==> src/hw/rtl/ltcp_pkg.sv <==
// Shared types and constants for the luma threshold column packer.
// No dependencies; every other file in hw/rtl refers to it by scoped name.
`timescale 1ns / 1ps

package ltcp_pkg;

    // Default data bytes per column packet, before the 3-byte header
    localparam int PACKET_BYTES_DEF = 90;

    // Configuration port
    localparam int CFG_AW = 1;
    localparam int CFG_DW = 10;
    localparam logic [CFG_AW-1:0] CFG_HEIGHT = 1'b0;
    localparam logic [CFG_AW-1:0] CFG_THRESH = 1'b1;

    // Height register, held clamped
    localparam int HEIGHT_W = 10;
    localparam logic [HEIGHT_W-1:0] HEIGHT_MIN = 10'd232;
    localparam logic [HEIGHT_W-1:0] HEIGHT_MAX = 10'd720;
    localparam logic [HEIGHT_W-1:0] HEIGHT_RST = 10'd720;

    // Threshold, held pre-scaled by 1000
    localparam int THR_W    = 9;
    localparam int THR_SC_W = 19;
    localparam logic [9:0]          THR_SCALE  = 10'd1000;
    localparam logic [THR_SC_W-1:0] THR_SC_RST = 19'd128000;

    // Luma weights in thousandths
    localparam int LUMA_W = 18;
    localparam logic [9:0] LUMA_K0 = 10'd299;
    localparam logic [9:0] LUMA_K1 = 10'd587;
    localparam logic [9:0] LUMA_K2 = 10'd114;

    // Column header bytes
    localparam logic [7:0] HDR_CMD  = 8'h67;
    localparam logic [7:0] HDR_ZERO = 8'h00;
    localparam logic [7:0] HDR_LEN  = 8'h5a;
    localparam logic [7:0] PAD_BYTE = 8'h00;

    // Pad count width covers packet sizes up to 255
    localparam int PAD_W = 8;

    // Command queue
    localparam int Q_DEPTH = 4;
    localparam int Q_AW    = 2;

    // One command per pixel that produces output
    typedef struct packed {
        logic             hdr;   // column header first
        logic             dat;   // one data byte (full or flushed)
        logic [7:0]       data;
        logic [PAD_W-1:0] pad;   // zero bytes after the data byte
    } t_cmd;

    typedef enum logic [4:0] {
        ST_HDR0 = 5'b00001,
        ST_HDR1 = 5'b00010,
        ST_HDR2 = 5'b00100,
        ST_DATA = 5'b01000,
        ST_PAD  = 5'b10000
    } t_phase;

endpackage

==> src/hw/rtl/ltcp_front.sv <==
// Front end: config registers, luma products, threshold test, bit packing.
// Emits one command per output-producing pixel. Depends on ltcp_pkg.
`timescale 1ns / 1ps

module ltcp_front #(
    parameter int PACKET_BYTES = ltcp_pkg::PACKET_BYTES_DEF
) (
    input  logic                          i_clk,
    input  logic                          i_rst_n,
    input  logic                          i_cfg_we,
    input  logic [ltcp_pkg::CFG_AW-1:0]   i_cfg_addr,
    input  logic [ltcp_pkg::CFG_DW-1:0]   i_cfg_wdata,
    input  logic                          i_valid,
    output logic                          o_ready,
    input  logic [7:0]                    i_chan0,
    input  logic [7:0]                    i_chan1,
    input  logic [7:0]                    i_chan2,
    input  logic                          i_q_full,
    output logic                          o_push,
    output ltcp_pkg::t_cmd                o_cmd
);

    localparam int LW = ltcp_pkg::LUMA_W;
    localparam int TW = ltcp_pkg::THR_SC_W;
    localparam int HW = ltcp_pkg::HEIGHT_W;
    localparam int PW = ltcp_pkg::PAD_W;
    localparam logic [PW-1:0] PB = PW'(PACKET_BYTES);

    logic [HW-1:0] r_height, n_height;
    logic [TW-1:0] r_thr_sc, n_thr_sc;

    logic          r_s1_valid, n_s1_valid;
    logic [LW-1:0] r_p0, r_p1, r_p2;

    logic [HW-1:0] r_row, n_row;
    logic [2:0]    r_bitpos, n_bitpos;
    logic [7:0]    r_acc, n_acc;

    logic          in_fire, s2_fire;
    logic [LW-1:0] luma;
    logic          black;
    logic [7:0]    acc_new;
    logic [HW-1:0] row_new, row_rnd;
    logic          full, col_end, hdr, dat;
    logic [PW-1:0] data_bytes, pad;

    // Config: height clamped, threshold kept times 1000
    always_comb begin
        n_height = r_height;
        n_thr_sc = r_thr_sc;
        if (i_cfg_we) begin
            case (i_cfg_addr)
                ltcp_pkg::CFG_HEIGHT: begin
                    if (i_cfg_wdata < ltcp_pkg::HEIGHT_MIN) begin
                        n_height = ltcp_pkg::HEIGHT_MIN;
                    end else if (i_cfg_wdata > ltcp_pkg::HEIGHT_MAX) begin
                        n_height = ltcp_pkg::HEIGHT_MAX;
                    end else begin
                        n_height = i_cfg_wdata;
                    end
                end
                ltcp_pkg::CFG_THRESH: begin
                    n_thr_sc = TW'(i_cfg_wdata[ltcp_pkg::THR_W-1:0])
                             * TW'(ltcp_pkg::THR_SCALE);
                end
                default: ;
            endcase
        end
    end

    // Stage 2: sum, compare, pack
    always_comb begin
        luma    = r_p0 + r_p1 + r_p2;
        black   = ({1'b0, luma} < r_thr_sc);
        acc_new = r_acc | (8'(black) << r_bitpos);
        row_new = r_row + HW'(1);
        row_rnd = row_new + HW'(7);
        full    = (r_bitpos == 3'd0);
        col_end = (row_new >= r_height);
        hdr     = (r_row == '0);
        dat     = full || col_end;
        data_bytes = PW'(row_rnd[HW-1:3]);
        pad     = (data_bytes < PB) ? (PB - data_bytes) : '0;

        s2_fire = r_s1_valid && (!(hdr || dat) || !i_q_full);
        o_push  = s2_fire && (hdr || dat);
        o_cmd.hdr  = hdr;
        o_cmd.dat  = dat;
        o_cmd.data = acc_new;
        o_cmd.pad  = col_end ? pad : '0;

        n_row    = r_row;
        n_bitpos = r_bitpos;
        n_acc    = r_acc;
        if (s2_fire) begin
            if (dat) begin
                n_acc    = '0;
                n_bitpos = 3'd7;
            end else begin
                n_acc    = acc_new;
                n_bitpos = r_bitpos - 3'd1;
            end
            n_row = col_end ? '0 : row_new;
        end
    end

    assign o_ready = !r_s1_valid || s2_fire;
    assign in_fire = i_valid && o_ready;

    always_comb begin
        n_s1_valid = r_s1_valid;
        if (in_fire) begin
            n_s1_valid = 1'b1;
        end else if (s2_fire) begin
            n_s1_valid = 1'b0;
        end
    end

    always_ff @(posedge i_clk) begin
        if (!i_rst_n) begin
            r_height   <= ltcp_pkg::HEIGHT_RST;
            r_thr_sc   <= ltcp_pkg::THR_SC_RST;
            r_s1_valid <= 1'b0;
            r_row      <= '0;
            r_bitpos   <= 3'd7;
            r_acc      <= '0;
        end else begin
            r_height   <= n_height;
            r_thr_sc   <= n_thr_sc;
            r_s1_valid <= n_s1_valid;
            r_row      <= n_row;
            r_bitpos   <= n_bitpos;
            r_acc      <= n_acc;
        end
    end

    // Stage 1: weighted products
    always_ff @(posedge i_clk) begin
        if (in_fire) begin
            r_p0 <= LW'(i_chan0) * LW'(ltcp_pkg::LUMA_K0);
            r_p1 <= LW'(i_chan1) * LW'(ltcp_pkg::LUMA_K1);
            r_p2 <= LW'(i_chan2) * LW'(ltcp_pkg::LUMA_K2);
        end
    end

    // No pending bits may sit in the accumulator at a byte boundary
    a_acc_clear: assert property (@(posedge i_clk) disable iff (!i_rst_n)
        r_bitpos == 3'd7 |-> r_acc == 8'd0)
        else $error("accumulator holds bits at byte boundary");

    // Column end restarts row and bit position
    a_col_restart: assert property (@(posedge i_clk) disable iff (!i_rst_n)
        s2_fire && col_end |=> r_row == '0 && r_bitpos == 3'd7)
        else $error("column end did not restart packing");

endmodule

==> src/hw/rtl/ltcp_queue.sv <==
// Short command queue between the packing front end and the byte sequencer.
// Depends on ltcp_pkg for t_cmd and the depth.
`timescale 1ns / 1ps

module ltcp_queue (
    input  logic           i_clk,
    input  logic           i_rst_n,
    input  logic           i_push,
    input  ltcp_pkg::t_cmd i_cmd,
    output logic           o_full,
    input  logic           i_pop,
    output logic           o_empty,
    output ltcp_pkg::t_cmd o_head
);

    localparam int AW = ltcp_pkg::Q_AW;
    localparam int CW = ltcp_pkg::Q_AW + 1;
    localparam logic [CW-1:0] DEPTH_N = CW'(ltcp_pkg::Q_DEPTH);

    ltcp_pkg::t_cmd r_mem [ltcp_pkg::Q_DEPTH];
    logic [AW-1:0]  r_wp, n_wp, r_rp, n_rp;
    logic [CW-1:0]  r_count, n_count;

    assign o_full  = (r_count == DEPTH_N);
    assign o_empty = (r_count == '0);
    assign o_head  = r_mem[r_rp];

    always_comb begin
        n_wp    = i_push ? r_wp + AW'(1) : r_wp;
        n_rp    = i_pop  ? r_rp + AW'(1) : r_rp;
        n_count = r_count;
        if (i_push && !i_pop) begin
            n_count = r_count + CW'(1);
        end else if (i_pop && !i_push) begin
            n_count = r_count - CW'(1);
        end
    end

    always_ff @(posedge i_clk) begin
        if (!i_rst_n) begin
            r_wp    <= '0;
            r_rp    <= '0;
            r_count <= '0;
        end else begin
            r_wp    <= n_wp;
            r_rp    <= n_rp;
            r_count <= n_count;
        end
    end

    always_ff @(posedge i_clk) begin
        if (i_push) begin
            r_mem[r_wp] <= i_cmd;
        end
    end

    a_no_overflow: assert property (@(posedge i_clk) disable iff (!i_rst_n)
        i_push |-> !o_full)
        else $error("push into full queue");

    a_no_underflow: assert property (@(posedge i_clk) disable iff (!i_rst_n)
        i_pop |-> !o_empty)
        else $error("pop from empty queue");

endmodule

==> src/hw/rtl/ltcp_back.sv <==
// Back end: expands queued commands into header, data and pad words
// behind a registered output stage. Depends on ltcp_pkg.
`timescale 1ns / 1ps

module ltcp_back (
    input  logic           i_clk,
    input  logic           i_rst_n,
    input  logic           i_q_empty,
    input  ltcp_pkg::t_cmd i_head,
    output logic           o_pop,
    output logic           o_valid,
    input  logic           i_ready,
    output logic [7:0]     o_byte,
    output logic           o_last
);

    localparam int PW = ltcp_pkg::PAD_W;

    logic               r_busy, n_busy;
    ltcp_pkg::t_cmd     r_cmd;
    ltcp_pkg::t_phase   r_phase, n_phase, nxt_phase, start_phase;
    logic [PW-1:0]      r_pad, n_pad;
    logic               r_out_valid, n_out_valid;
    logic [7:0]         r_out_byte;
    logic               r_out_last;

    logic       out_free, emit, load, fin;
    logic [7:0] cur_byte;

    // Current word and the phase that follows it
    always_comb begin
        cur_byte  = ltcp_pkg::PAD_BYTE;
        nxt_phase = r_phase;
        fin       = 1'b0;
        case (r_phase)
            ltcp_pkg::ST_HDR0: begin
                cur_byte  = ltcp_pkg::HDR_CMD;
                nxt_phase = ltcp_pkg::ST_HDR1;
            end
            ltcp_pkg::ST_HDR1: begin
                cur_byte  = ltcp_pkg::HDR_ZERO;
                nxt_phase = ltcp_pkg::ST_HDR2;
            end
            ltcp_pkg::ST_HDR2: begin
                cur_byte = ltcp_pkg::HDR_LEN;
                if (r_cmd.dat) begin
                    nxt_phase = ltcp_pkg::ST_DATA;
                end else if (r_pad != '0) begin
                    nxt_phase = ltcp_pkg::ST_PAD;
                end else begin
                    fin = 1'b1;
                end
            end
            ltcp_pkg::ST_DATA: begin
                cur_byte = r_cmd.data;
                if (r_pad != '0) begin
                    nxt_phase = ltcp_pkg::ST_PAD;
                end else begin
                    fin = 1'b1;
                end
            end
            ltcp_pkg::ST_PAD: begin
                cur_byte = ltcp_pkg::PAD_BYTE;
                fin      = (r_pad == PW'(1));
            end
            default: begin
                fin = 1'b1;
            end
        endcase
    end

    always_comb begin
        if (i_head.hdr) begin
            start_phase = ltcp_pkg::ST_HDR0;
        end else if (i_head.dat) begin
            start_phase = ltcp_pkg::ST_DATA;
        end else begin
            start_phase = ltcp_pkg::ST_PAD;
        end
    end

    assign out_free = !r_out_valid || i_ready;
    assign emit     = r_busy && out_free;
    assign load     = !i_q_empty && (!r_busy || (emit && fin));
    assign o_pop    = load;

    always_comb begin
        n_busy  = r_busy;
        n_phase = r_phase;
        n_pad   = r_pad;
        if (load) begin
            n_busy  = 1'b1;
            n_phase = start_phase;
            n_pad   = i_head.pad;
        end else if (emit && fin) begin
            n_busy = 1'b0;
        end else if (emit) begin
            n_phase = nxt_phase;
            if (r_phase == ltcp_pkg::ST_PAD) begin
                n_pad = r_pad - PW'(1);
            end
        end

        n_out_valid = r_out_valid;
        if (emit) begin
            n_out_valid = 1'b1;
        end else if (i_ready) begin
            n_out_valid = 1'b0;
        end
    end

    always_ff @(posedge i_clk) begin
        if (!i_rst_n) begin
            r_busy      <= 1'b0;
            r_phase     <= ltcp_pkg::ST_HDR0;
            r_pad       <= '0;
            r_out_valid <= 1'b0;
        end else begin
            r_busy      <= n_busy;
            r_phase     <= n_phase;
            r_pad       <= n_pad;
            r_out_valid <= n_out_valid;
        end
    end

    always_ff @(posedge i_clk) begin
        if (load) begin
            r_cmd <= i_head;
        end
        if (emit) begin
            r_out_byte <= cur_byte;
            r_out_last <= fin;
        end
    end

    assign o_valid = r_out_valid;
    assign o_byte  = r_out_byte;
    assign o_last  = r_out_last;

    // Padding phase never runs with an exhausted count
    a_pad_live: assert property (@(posedge i_clk) disable iff (!i_rst_n)
        r_busy && r_phase == ltcp_pkg::ST_PAD |-> r_pad != '0)
        else $error("pad phase with zero count");

endmodule

==> src/hw/rtl/luma_threshold_column_packer.sv <==
// Top level of the luma threshold column packer: stream ports and config port.
// Instantiates ltcp_front, ltcp_queue and ltcp_back; depends on ltcp_pkg.
`timescale 1ns / 1ps

// Turns a column-major stream of three-channel pixels into a thermal printer
// raster stream. A pixel prints black when 299*c0 + 587*c1 + 114*c2 is below
// 1000 times the threshold register; bits pack MSB first. Each column opens
// with 0x67 0x00 0x5a, closes with any partial byte, then zero words up to
// PACKET_BYTES data bytes; tlast marks the final word a pixel causes, and a
// pixel that neither opens a column nor completes a byte yields no word.
// The input takes one pixel per clock while the queue has room and the
// output gives one word per clock while tready is high; a pixel passes the
// stage-1 product registers, is pushed to the command queue and, with the
// back-end sequencer free, is loaded into it, and its first word registered
// on the output. The closing command of a column (one data word and up to
// PACKET_BYTES - 29 pad words) keeps the sequencer busy while the next
// column's header and first three data bytes fill the four-entry command
// queue; input is then held off until the sequencer frees an entry. Config
// writes (index 0 height, clamped to 232..720; index 1 threshold) take
// effect on the next clock and are meant for idle periods only.

module luma_threshold_column_packer #(
    parameter int PACKET_BYTES = ltcp_pkg::PACKET_BYTES_DEF
) (
    input  logic                        i_clk,
    input  logic                        i_rst_n,
    // config write port
    input  logic                        i_cfg_we,
    input  logic [ltcp_pkg::CFG_AW-1:0] i_cfg_addr,
    input  logic [ltcp_pkg::CFG_DW-1:0] i_cfg_wdata,
    // pixel stream in
    input  logic                        i_s_axis_tvalid,
    output logic                        o_s_axis_tready,
    input  logic [23:0]                 i_s_axis_tdata,  // chan0, chan1, chan2
    // command word stream out
    output logic                        o_m_axis_tvalid,
    input  logic                        i_m_axis_tready,
    output logic [7:0]                  o_m_axis_tdata,  // out_byte
    output logic                        o_m_axis_tlast
);

    ltcp_pkg::t_cmd q_in_cmd;
    ltcp_pkg::t_cmd q_head;
    logic           q_push;
    logic           q_full;
    logic           q_pop;
    logic           q_empty;

    // Front: pixel classification and bit packing
    ltcp_front #(
        .PACKET_BYTES (PACKET_BYTES)
    ) u_front (
        .i_clk       (i_clk),
        .i_rst_n     (i_rst_n),
        .i_cfg_we    (i_cfg_we),
        .i_cfg_addr  (i_cfg_addr),
        .i_cfg_wdata (i_cfg_wdata),
        .i_valid     (i_s_axis_tvalid),
        .o_ready     (o_s_axis_tready),
        .i_chan0     (i_s_axis_tdata[7:0]),
        .i_chan1     (i_s_axis_tdata[15:8]),
        .i_chan2     (i_s_axis_tdata[23:16]),
        .i_q_full    (q_full),
        .o_push      (q_push),
        .o_cmd       (q_in_cmd)
    );

    // Decoupling queue: absorbs pad bursts
    ltcp_queue u_queue (
        .i_clk   (i_clk),
        .i_rst_n (i_rst_n),
        .i_push  (q_push),
        .i_cmd   (q_in_cmd),
        .o_full  (q_full),
        .i_pop   (q_pop),
        .o_empty (q_empty),
        .o_head  (q_head)
    );

    // Back: header / data / pad word sequencer
    ltcp_back u_back (
        .i_clk     (i_clk),
        .i_rst_n   (i_rst_n),
        .i_q_empty (q_empty),
        .i_head    (q_head),
        .o_pop     (q_pop),
        .o_valid   (o_m_axis_tvalid),
        .i_ready   (i_m_axis_tready),
        .o_byte    (o_m_axis_tdata),
        .o_last    (o_m_axis_tlast)
    );

endmodule
==> config.mk <==
export PLATFORM = sky130hd
export DESIGN_NAME = luma_threshold_column_packer
export DESIGN_NICKNAME = d
export VERILOG_FILES = /design/src/hw/rtl/ltcp_pkg.sv /design/src/hw/rtl/ltcp_front.sv /design/src/hw/rtl/ltcp_queue.sv /design/src/hw/rtl/ltcp_back.sv /design/src/hw/rtl/luma_threshold_column_packer.sv
export SDC_FILE = /design/constraint.sdc
export NUM_CORES = 1
export LEC_CHECK = 0
export ABC_CLOCK_PERIOD_IN_PS = 5790
export BUFFER_PORTS_ARGS = -buffer_cell sky130_fd_sc_hd__buf_2
export CORE_UTILIZATION = 50
export DETAILED_ROUTE_END_ITERATION = 16
export GPL_TIMING_DRIVEN = 0
export PLACE_DENSITY = 0.68
export SYNTH_ARGS = -nofsm -noshare
export SYNTH_HDL_FRONTEND = slang
export SYNTH_SLANG_ARGS = --single-unit
==> constraint.sdc <==
create_clock -name i_clk -period 5.79 [get_ports i_clk]
set_input_delay 0.2895 -clock i_clk [delete_from_list [all_inputs] [get_ports i_clk]]
set_output_delay 0.2895 -clock i_clk [all_outputs]
set_load 0.03 [all_outputs]
==> results.yml, run 1 <==
outcome:
  status: "complete, no violations"
timing:
  maxSlewHeadroom_pct: 34.4
  max_freq_mhz: 188
  drv_slew: 0
  grt_setup_unrepaired: "no"
  final.period_utilization_pct: 91.6
  setup_ws_ns: 0.484
  setup_total_negative_slack_ns: 0
  final_period_minus_worst_setup_slack_ns: 5.31
  clock-skew-final_ns: 0.0288
  setup_viol: 0
  timing.final.hold_violations: 0
  worstMarginPinSlew_ns: 0.975
final_layout:
  final_net_count: 1760
  antenna_cells: 0
  layout-area-overhead-vs-synth_pct: 10.5
  mostFrequentLayoutCell: "ha_1"
  mostFrequentLayoutCells: "ha_1 (221), edfxtp_1 (139), inv_1 (136)"
  drive_gt1_share_pct: 9.91
min_path:
  worst_hold_path.num_cells: 1
  holdPathEnd: "u_front.r_p2[1]"
  hold_path_start: "i_s_axis_tdata[16]"
  hold_path.class: "input port to flop"
global_route:
  first_global_vias: 10400
  grt-ovfl-total: 0
  grt_pass1_wl_um: 50000
  pin_count_of_the_biggest_net_entering_global_routing: 28
  total_global_route_track_usage_pct: 20.1
  antenna_violations_before_repair: 0
worst_setup_path:
  cp.arrival_ns: 5.56
  r2r-end: "u_queue.r_mem[0][15]"
  crit_type: "flop to flop"
  worstReg2RegStart: "u_front.r_p2[7]"
  largest_fanout_of_any_net_on_the_critical_path: 5
  rrSetupSlack_ns: 0.48
  worst-endpoint-required_ns: 6.05
  start_kind: "flop"
  reg2regPathDepth: 17
  critical_path.endpoint_type: "flop"
clock_tree:
  tritoncts_num_sinks: 211
  cts_setup_buffers: 0
  clock_tree_from_tritoncts: "built"
  cts-htree-levels: 1
  worst_skew_pair.late_latency_ns: 0.53
  clk_pin_slew_ns: 0.06
  inserted_clock_buffers: 24
  number_of_gates_resized_after_cts: 0
  holdBufCountCts: 0
  clockRootBuffer: "clkbuf_16"
  cts-root-to-sink-buffers: 3
synthesis:
  total_of_flip_flops_plus_latches_after_synthesis: 211
  async_flop_share_pct: 0
  synth_cells: 1348
  yosys_most_used_dff: "edfxtp_1"
  syn_nets: 1683
  synth_enable_flop_cells: 139
  mappedNetlistArea_mm2: 0.0150
  yosys.cell_types.count: 78
  ys_warn_count: 0
  synth-seq-area-share_pct: 37.5
  postSynthAreaPerCell_um2: 11.1
detailed_routing:
  routed_wl_um: 29400
  antenna_left: 0
  remaining_drc_errors: 0
  detail_route.iter0.violations: 527
  vias: 10100
  vias_per_cell: 5.51
  firstDrtPassIters: 6
  post_dr_wirelength_cell_um: 16.1
power:
  static-leakage-power_nw: 7.39
  power_per_cell_area_mw_per_mm2: 461
  ir_worst_vdd_uv: 349
  totalPowerFinal_mw: 7.62
floorplanning:
  die_height_um: 175
  core_region_area_mm2: 0.0291
  initial_utilization_pct: 51.4
  top_level_ports: 51
  dieArea_mm2: 0.0306
  num_rows: 62
  die_width_um: 175
flow_run:
  cap_viol_max_count: 0
placement:
  hpwl_um: 23100
  dpl_worst_slack_ns: 0.437
  gpl.final_weighted_congestion: 0.846
  io_buffers: 50
==> per-stage QoR <==
stage / instances / hold slack, ns / utilization, % / area (um^2)
6_report: 1827 / 0.0386 / 56.8 / 16500
5_1_grt: 1827 / 0.0274 / 56.8 / 16500
4_1_cts: 1827 / 0.0264 / 56.8 / 16500
3_5_place_dp: 1783 / 0.444 / 54.0 / 15700
3_3_place_gp: 1782 / 0.439 / 53.9 / 15700
2_1_floorplan: 1348 / 0.388 / - / 15000
==> power by group <==
part	switching [mW]	internal [mW]
Sequential	0.160	2.00
Combinational	2.20	1.75
Clock	0.603	0.911
Total	2.96	4.66
==> cells in the mapped netlist, types with 4 or more instances <==
library cell	number	area share (%)
buf_2	11	0.37
a211oi_1	6	0.30
o31ai_1	9	0.45
mux2i_1	9	0.60
dfxtp_1	72	9.6
nand3_1	24	0.80
fa_1	74	9.9
o211ai_1	11	0.55
nor2b_1	21	0.88
a31oi_1	5	0.21
nor2_1	80	2.0
o32ai_1	5	0.29
xor2_1	34	2.0
nand2b_1	10	0.42
and3_1	11	0.46
o22ai_1	5	0.21
o21ai_0	28	0.94
o21a_1	11	0.55
mux4_2	18	2.7
or3_1	15	0.63
a31o_2	4	0.23
edfxtp_1	139	28
clkbuf_1	22	0.55
nand2_1	89	2.2
ha_1	221	18
nor3_1	23	0.77
o21bai_1	6	0.30
and2_1	10	0.42
nand4_1	6	0.25
a41oi_1	4	0.23
nor3b_1	4	0.20
xnor2_1	43	2.5
a21o_1	30	1.5
nand3b_1	4	0.20
o21ai_1	6	0.20
nor4_1	6	0.25
or2_2	4	0.17
inv_1	136	3.4
a21oi_1	76	2.5
==> metal layers <==
metal	part of all wire (%)	track usage, %
met5	0	0
met4	1.8	4.46
met3	3.7	2.44
met2	52	37.9
met1	43	24.3
==> flip-flops by register name, summed over array words and instances, names as in the netlist, named ones only <==
name,flops
u_back.r_pad,8
u_queue.r_count,3
u_back.o_byte,8
u_front.r_acc,8
u_back.o_valid,1
u_front.r_height,10
u_queue.r_rp,2
u_queue.r_mem,72
u_front.r_row,10
u_front.r_bitpos,3
u_front.r_p0,17
u_front.r_thr_sc,16
u_back.o_last,1
u_front.r_s1_valid,1
u_back.r_cmd,9
u_queue.r_wp,2
u_front.r_p1,18
u_back.r_phase,5
u_back.r_busy,1
u_front.r_p2,14
==> cell families (layout without fill, tap and decap cells) <==
family / after synthesis / after routing / synth area share [%]
xor+xnor: 80 / 80 / 4.84
simple gates: 320 / 320 / 10.5
fa+ha+maj: 295 / 295 / 28.4
flops: 211 / 211 / 37.5
buf+inv: 171 / 266 / 4.41
mux: 28 / 28 / 3.39
compound gates: 243 / 243 / 10.9
==> worst max-delay path by stage <==
stage / startpoint / to / slack [ns]
after floorplan: u_front.r_row[3] / u_front.r_p0[0] / 0.55
after global placement: u_front.r_row[3] / u_front.r_p1[1] / -0.82
after detailed placement: u_front.r_p1[4] / u_queue.r_mem[0][14] / 0.44
after CTS: u_front.r_p2[7] / u_queue.r_mem[0][15] / 0.43
after global routing: u_front.r_p2[7] / u_queue.r_mem[0][15] / 0.13
final: u_front.r_p2[7] / u_queue.r_mem[0][15] / 0.48
==> cell type report <==
cell class	count	area, um^2
plain buffers	35	149
clock buffers	32	673
clock inverters	12	130
fillers	2525	12600
inverters	136	510
multi-input cells	966	8690
flip-flops and latches	211	5620
well taps	384	480
repair buffers	51	270
==> critical path, cell delays in order, from the launching register on <==
cell and delay, ns:
edfxtp_1 0.41, fa_1 0.49, ha_1 0.38, and3_1 0.21
o31ai_1 0.29, o21ai_2 0.14, o211a_1 0.28, a311o_1 0.39
a21o_1 0.22, a21oi_2 0.15, xnor2_1 0.08, ha_1 0.28
and3_1 0.16, nand3_1 0.10, or3_1 0.38, nor4_1 0.57
nor3_2 0.19, a31o_2 0.32
No activity file was read; power rests on OpenSTA's default activity.
==> run 2: changes to the inputs <==
- CTS_BUF_LIST: not set -> sky130_fd_sc_hd__clkbuf_16
==> results.yml, run 2 (synthesis results as in run 1) <==
final_layout:
  stdcell_count: 1827
  antenna_cells: 0
  layout_top_registers: "u_queue.r_mem (72), u_front.r_p1 (18), u_front.r_p0 (17)"
  design_area_mm2: 0.0165
  final_net_count: 1760
  layout-area-overhead-vs-synth_pct: 10.5
  largest_register_ffs: 72
  mostFrequentLayoutCells: "ha_1 (221), inv_1 (142), edfxtp_1 (139)"
  final_core_util_pct: 56.8
  regMostFlops: "u_queue.r_mem"
  drive_gt1_share_pct: 9.91
  mostFrequentLayoutCell: "ha_1"
min_path:
  worst_hold_path.num_cells: 1
  hold_path_start: "i_s_axis_tdata[16]"
  hold_path.class: "input port to flop"
worst_setup_path:
  crit_type: "flop to flop"
  crit_path_cell_trace: "fa_1 > ha_1 > and3_1 > o31ai_1 > o21ai_2 > o211a_1 > a311o_1 > a21o_1 > a21oi_2 > xnor2_1 > ha_1 > and3_1 > nand3_1 > or3_1 > nor4_1 > nor3_2 > a31o_2"
  startpoint: "u_front.r_p2[7]"
  cp.arrival_ns: 5.58
  worst-endpoint-required_ns: 6.05
  worst_path_largest_cell_delay_ns: 0.58
  start_kind: "flop"
  largest_fanout_of_any_net_on_the_critical_path: 5
  crit_slowest_cell: "nor4_1"
  reg2regPathDepth: 17
  critical_path.endpoint_type: "flop"
  worstReg2RegStart: "u_front.r_p2[7]"
floorplanning:
  die_height_um: 175
  core_region_area_mm2: 0.0291
  initial_utilization_pct: 51.4
  dieArea_mm2: 0.0306
  top_level_ports: 51
  die_width_um: 175
  num_rows: 62
placement:
  hpwl_um: 23100
  placed_area_mm2: 0.0157
  dpl_worst_slack_ns: 0.437
  io_buffers: 50
  placedCellCount: 1783
  gpl.final_weighted_congestion: 0.846
power:
  power.share.combinational_pct: 51.9
  power_switching_mw: 2.97
  internal_cell_power_mw: 4.65
  power.share.sequential_pct: 28.4
  totalPowerFinal_mw: 7.62
  ir_worst_vdd_uv: 352
  clockPowerShare_pct: 19.8
  power_per_cell_area_mw_per_mm2: 461
  static-leakage-power_nw: 7.41
  switching_part_of_the_total_power_pct: 38.9
detailed_routing:
  post_dr_wirelength_cell_um: 16.1
  antenna_left: 0
  firstDrtPassIters: 6
  detail_route.iter0.violations: 523
  vias: 10100
  vias_per_cell: 5.50
  remaining_drc_errors: 0
  routed_wl_um: 29400
clock_tree:
  worst_skew_pair.late_latency_ns: 0.54
  inserted_clock_buffers: 24
  clk_pin_slew_ns: 0.06
  holdBufCountCts: 0
  tritoncts_num_sinks: 211
  number_of_gates_resized_after_cts: 0
  cts-root-to-sink-buffers: 3
  cts_setup_buffers: 0
  cts-htree-levels: 1
  clock_tree_from_tritoncts: "built"
  clockRootBuffer: "clkbuf_16"
timing:
  setup_viol: 0
  maxSlewHeadroom_pct: 34.2
  grt_setup_unrepaired: "no"
  setup_total_negative_slack_ns: 0
  max_freq_mhz: 188
  final_period_minus_worst_setup_slack_ns: 5.32
  setup_ws_ns: 0.472
  worstMarginPinSlew_ns: 0.979
  timing.final.hold_violations: 0
  clock-skew-final_ns: 0.0304
  whs_ns: 0.0364
  drv_slew: 0
  final.period_utilization_pct: 91.8
outcome:
  status: "complete, no violations"
global_route:
  grt-ovfl-total: 0
  grt_pass1_wl_um: 50000
  antenna_violations_before_repair: 0
  total_global_route_track_usage_pct: 20.1
  first_global_vias: 10400
  pin_count_of_the_biggest_net_entering_global_routing: 28
flow_run:
  cap_viol_max_count: 0
## run 2: changes by cell type in the layout (fill, tap and decap cells not counted), sizes merged
cell	delta
inv	+6
clkbuf	-6
## run 2: path summary, 6_finish.rpt
kind	slack, ns	to
setup / recovery	0.47	u_queue.r_mem[0][15]
hold / removal	0.04	u_front.r_p2[1]
setup reg to reg	0.47	u_queue.r_mem[0][15]
hold reg to reg	0.45	u_front.r_thr_sc[9]
## run 2: cell type report
type	count	area, um^2
plain buffers	35	149
repair buffers	51	270
well taps	384	480
clock buffers	26	651
flip-flops and latches	211	5620
fillers	2525	12600
multi-input cells	966	8690
clock inverters	18	153
inverters	136	510
## run 2: per-layer routing
layer	vias up	share of wire (%)	track usage (%)
met1	4869	43	24.3
met3	44	3.5	2.44
met5	-	0	0
met2	159	52	37.9
li1	4980	-	-
met4	0	1.8	4.46
## run 2: critical path, delay by kind of cell (launching register included)
kind,cells,cell delay [ns]
AOI/OAI and AO/OA,7,1.79
and+or+nand+nor,6,1.63
adders and majority gates,3,1.15
DFF,1,0.41
xor gates and xnor gates,1,0.08
## run 2: power groups by stage
stage / Sequential (mW) / Combinational, mW / Clock [mW]
3_5_place_dp: 2.19 / 3.94 / 0
6_report: 2.16 / 3.95 / 1.51
3_3_place_gp: 2.19 / 3.81 / 0
4_1_cts: 2.16 / 3.98 / 1.54
5_1_grt: 2.19 / 4.49 / 1.60
2_1_floorplan: 2.19 / 3.03 / 0
==> run 3: changes to the inputs <==
- BUFFER_PORTS_ARGS: -buffer_cell sky130_fd_sc_hd__buf_2 -> -buffer_cell sky130_fd_sc_hd__buf_4
==> results.yml, run 3 (synthesis results as in run 1) <==
timing:
  timing.final.hold_violations: 0
  maxSlewHeadroom_pct: 35.5
  whs_ns: 0.0347
  grt_setup_unrepaired: "no"
  max_freq_mhz: 187
  setup_viol: 0
  clock-skew-final_ns: 0.0155
  drv_slew: 0
  worstMarginPinSlew_ns: 0.968
  final.period_utilization_pct: 92.3
  final_period_minus_worst_setup_slack_ns: 5.34
final_layout:
  mostFrequentLayoutCells: "ha_1 (221), inv_1 (142), edfxtp_1 (139)"
  antenna_cells: 0
  area.sequential_mm2: 0.00562
  multi_input_logic_area_mm2: 0.00869
  final_net_count: 1764
  regMostFlops: "u_queue.r_mem"
  mostFrequentLayoutCell: "ha_1"
  fillerInstances: 2483
  final_core_util_pct: 57.2
  layout_top_registers: "u_queue.r_mem (72), u_front.r_p1 (18), u_front.r_p0 (17)"
  layout-area-overhead-vs-synth_pct: 11.2
  largest_register_ffs: 72
  drive_gt1_share_pct: 9.54
worst_setup_path:
  cp.arrival_ns: 5.62
  start_kind: "flop"
  worst-endpoint-required_ns: 6.06
  rrSetupSlack_ns: 0.45
  largest_fanout_of_any_net_on_the_critical_path: 5
  critical_path.endpoint_type: "flop"
  crit_type: "flop to flop"
flow_run:
  cap_viol_max_count: 0
floorplanning:
  dieArea_mm2: 0.0306
  initial_utilization_pct: 51.4
  die_height_um: 175
  top_level_ports: 51
  num_rows: 62
  die_width_um: 175
  core_region_area_mm2: 0.0291
min_path:
  hold_path.class: "input port to flop"
power:
  ir_worst_vdd_uv: 278
  power_per_cell_area_mw_per_mm2: 453
  static-leakage-power_nw: 7.44
global_route:
  grtUsageMet2_pct: 36.1
  grt_pass1_wl_um: 49500
  grt-ovfl-total: 0
  top_usage_layer: "met2"
  pin_count_of_the_biggest_net_entering_global_routing: 28
  antenna_violations_before_repair: 0
  total_global_route_track_usage_pct: 20.0
  global_route.usage.met1_pct: 25.1
  first_global_vias: 10200
  globalRouteMet3Util_pct: 2.42
detailed_routing:
  routed_wl_um: 29300
  remaining_drc_errors: 0
  firstDrtPassIters: 6
  post_dr_wirelength_cell_um: 16.0
  detail_route.iter0.violations: 539
  vias: 10000
  antenna_left: 0
  vias_per_cell: 5.49
clock_tree:
  worst_skew_pair.late_latency_ns: 0.52
  clk_pin_slew_ns: 0.06
  cts-htree-levels: 1
  cts-root-to-sink-buffers: 3
  clock_tree_from_tritoncts: "built"
  tritoncts_num_sinks: 211
  inserted_clock_buffers: 24
  clockRootBuffer: "clkbuf_16"
placement:
  gpl.final_weighted_congestion: 0.839
  hpwl_um: 22800
  io_buffers: 50
outcome:
  status: "complete, no violations"
[run 3: changes by cell type in the layout (fill, tap and decap cells not counted), sizes merged]
cell	previous run	this run
dlygate4sd3	0	4
clkinvlp	1	2
inv	142	143
clkbuf	48	47
bufinv	2	1
[run 3: layout make-up]
type	count	area share (%)
Buffer	35	0.895
Clock buffer	25	3.76
Clock inverter	19	0.775
Inverter	136	3.07
Multi-Input combinational cell	966	52.2
Sequential cell	211	33.8
Tap cell	384	2.89
Timing Repair Buffer	55	2.62
[run 3: what timing repair did]
action                    CTS  global route
hold buffers                4             0
hold endpoints to repair    4             0
buffers inserted            0             0
gates resized for setup     0             0
[run 3: report_power, final]
| part | internal (mW) | switching (mW) |
|---|---|---|
| sequential | 2.00 | 0.157 |
| clock | 0.828 | 0.603 |
| combinational | 1.77 | 2.19 |
| total | 4.59 | 2.95 |
[run 3: final timing paths]
path	from	endpoint	depth (start not counted)
setup / recovery	u_front.r_p2[3]	u_queue.r_mem[1][15]	17
hold / removal	i_s_axis_tdata[8]	u_front.r_p1[0]	1
setup reg to reg	u_front.r_p2[3]	u_queue.r_mem[1][15]	17
hold reg to reg	u_front.r_thr_sc[11]	u_front.r_thr_sc[11]	2
[run 3: routing by layer]
| metal | share of wire [%] | vias up |
|---|---|---|
| met2 | 51 | 151 |
| met3 | 3.2 | 48 |
| met1 | 43 | 4871 |
| li1 | - | 4977 |
| met5 | 0 | - |
| met4 | 2.6 | 0 |
[run 3: worst max-delay path: stages, from the launching register on]
cell,delay (ns)
edfxtp_1,0.42
fa_1,0.50
ha_1,0.24
or3_1,0.39
o221ai_2,0.25
o21ai_2,0.14
o211a_1,0.28
a311o_1,0.39
a21o_1,0.22
a21oi_2,0.15
xnor2_1,0.07
ha_1,0.29
and3_1,0.17
nand3_1,0.09
or3_1,0.39
nor4_1,0.57
nor3_2,0.20
a31o_2,0.32
[run 3: through the flow]
stage          power, mW  worst slack, ns  cell area, um^2  setup TNS [ns]  std cells
5_1_grt             8.21            0.183            16600               0       1831
4_1_cts             7.61            0.384            16600               0       1831
2_1_floorplan       5.22            0.547            15000               0       1348
3_3_place_gp        6.03           -0.781            15800          -38.15       1782
6_report            7.54            0.448            16600               0       1831
3_5_place_dp        6.14            0.368            15800               0       1783
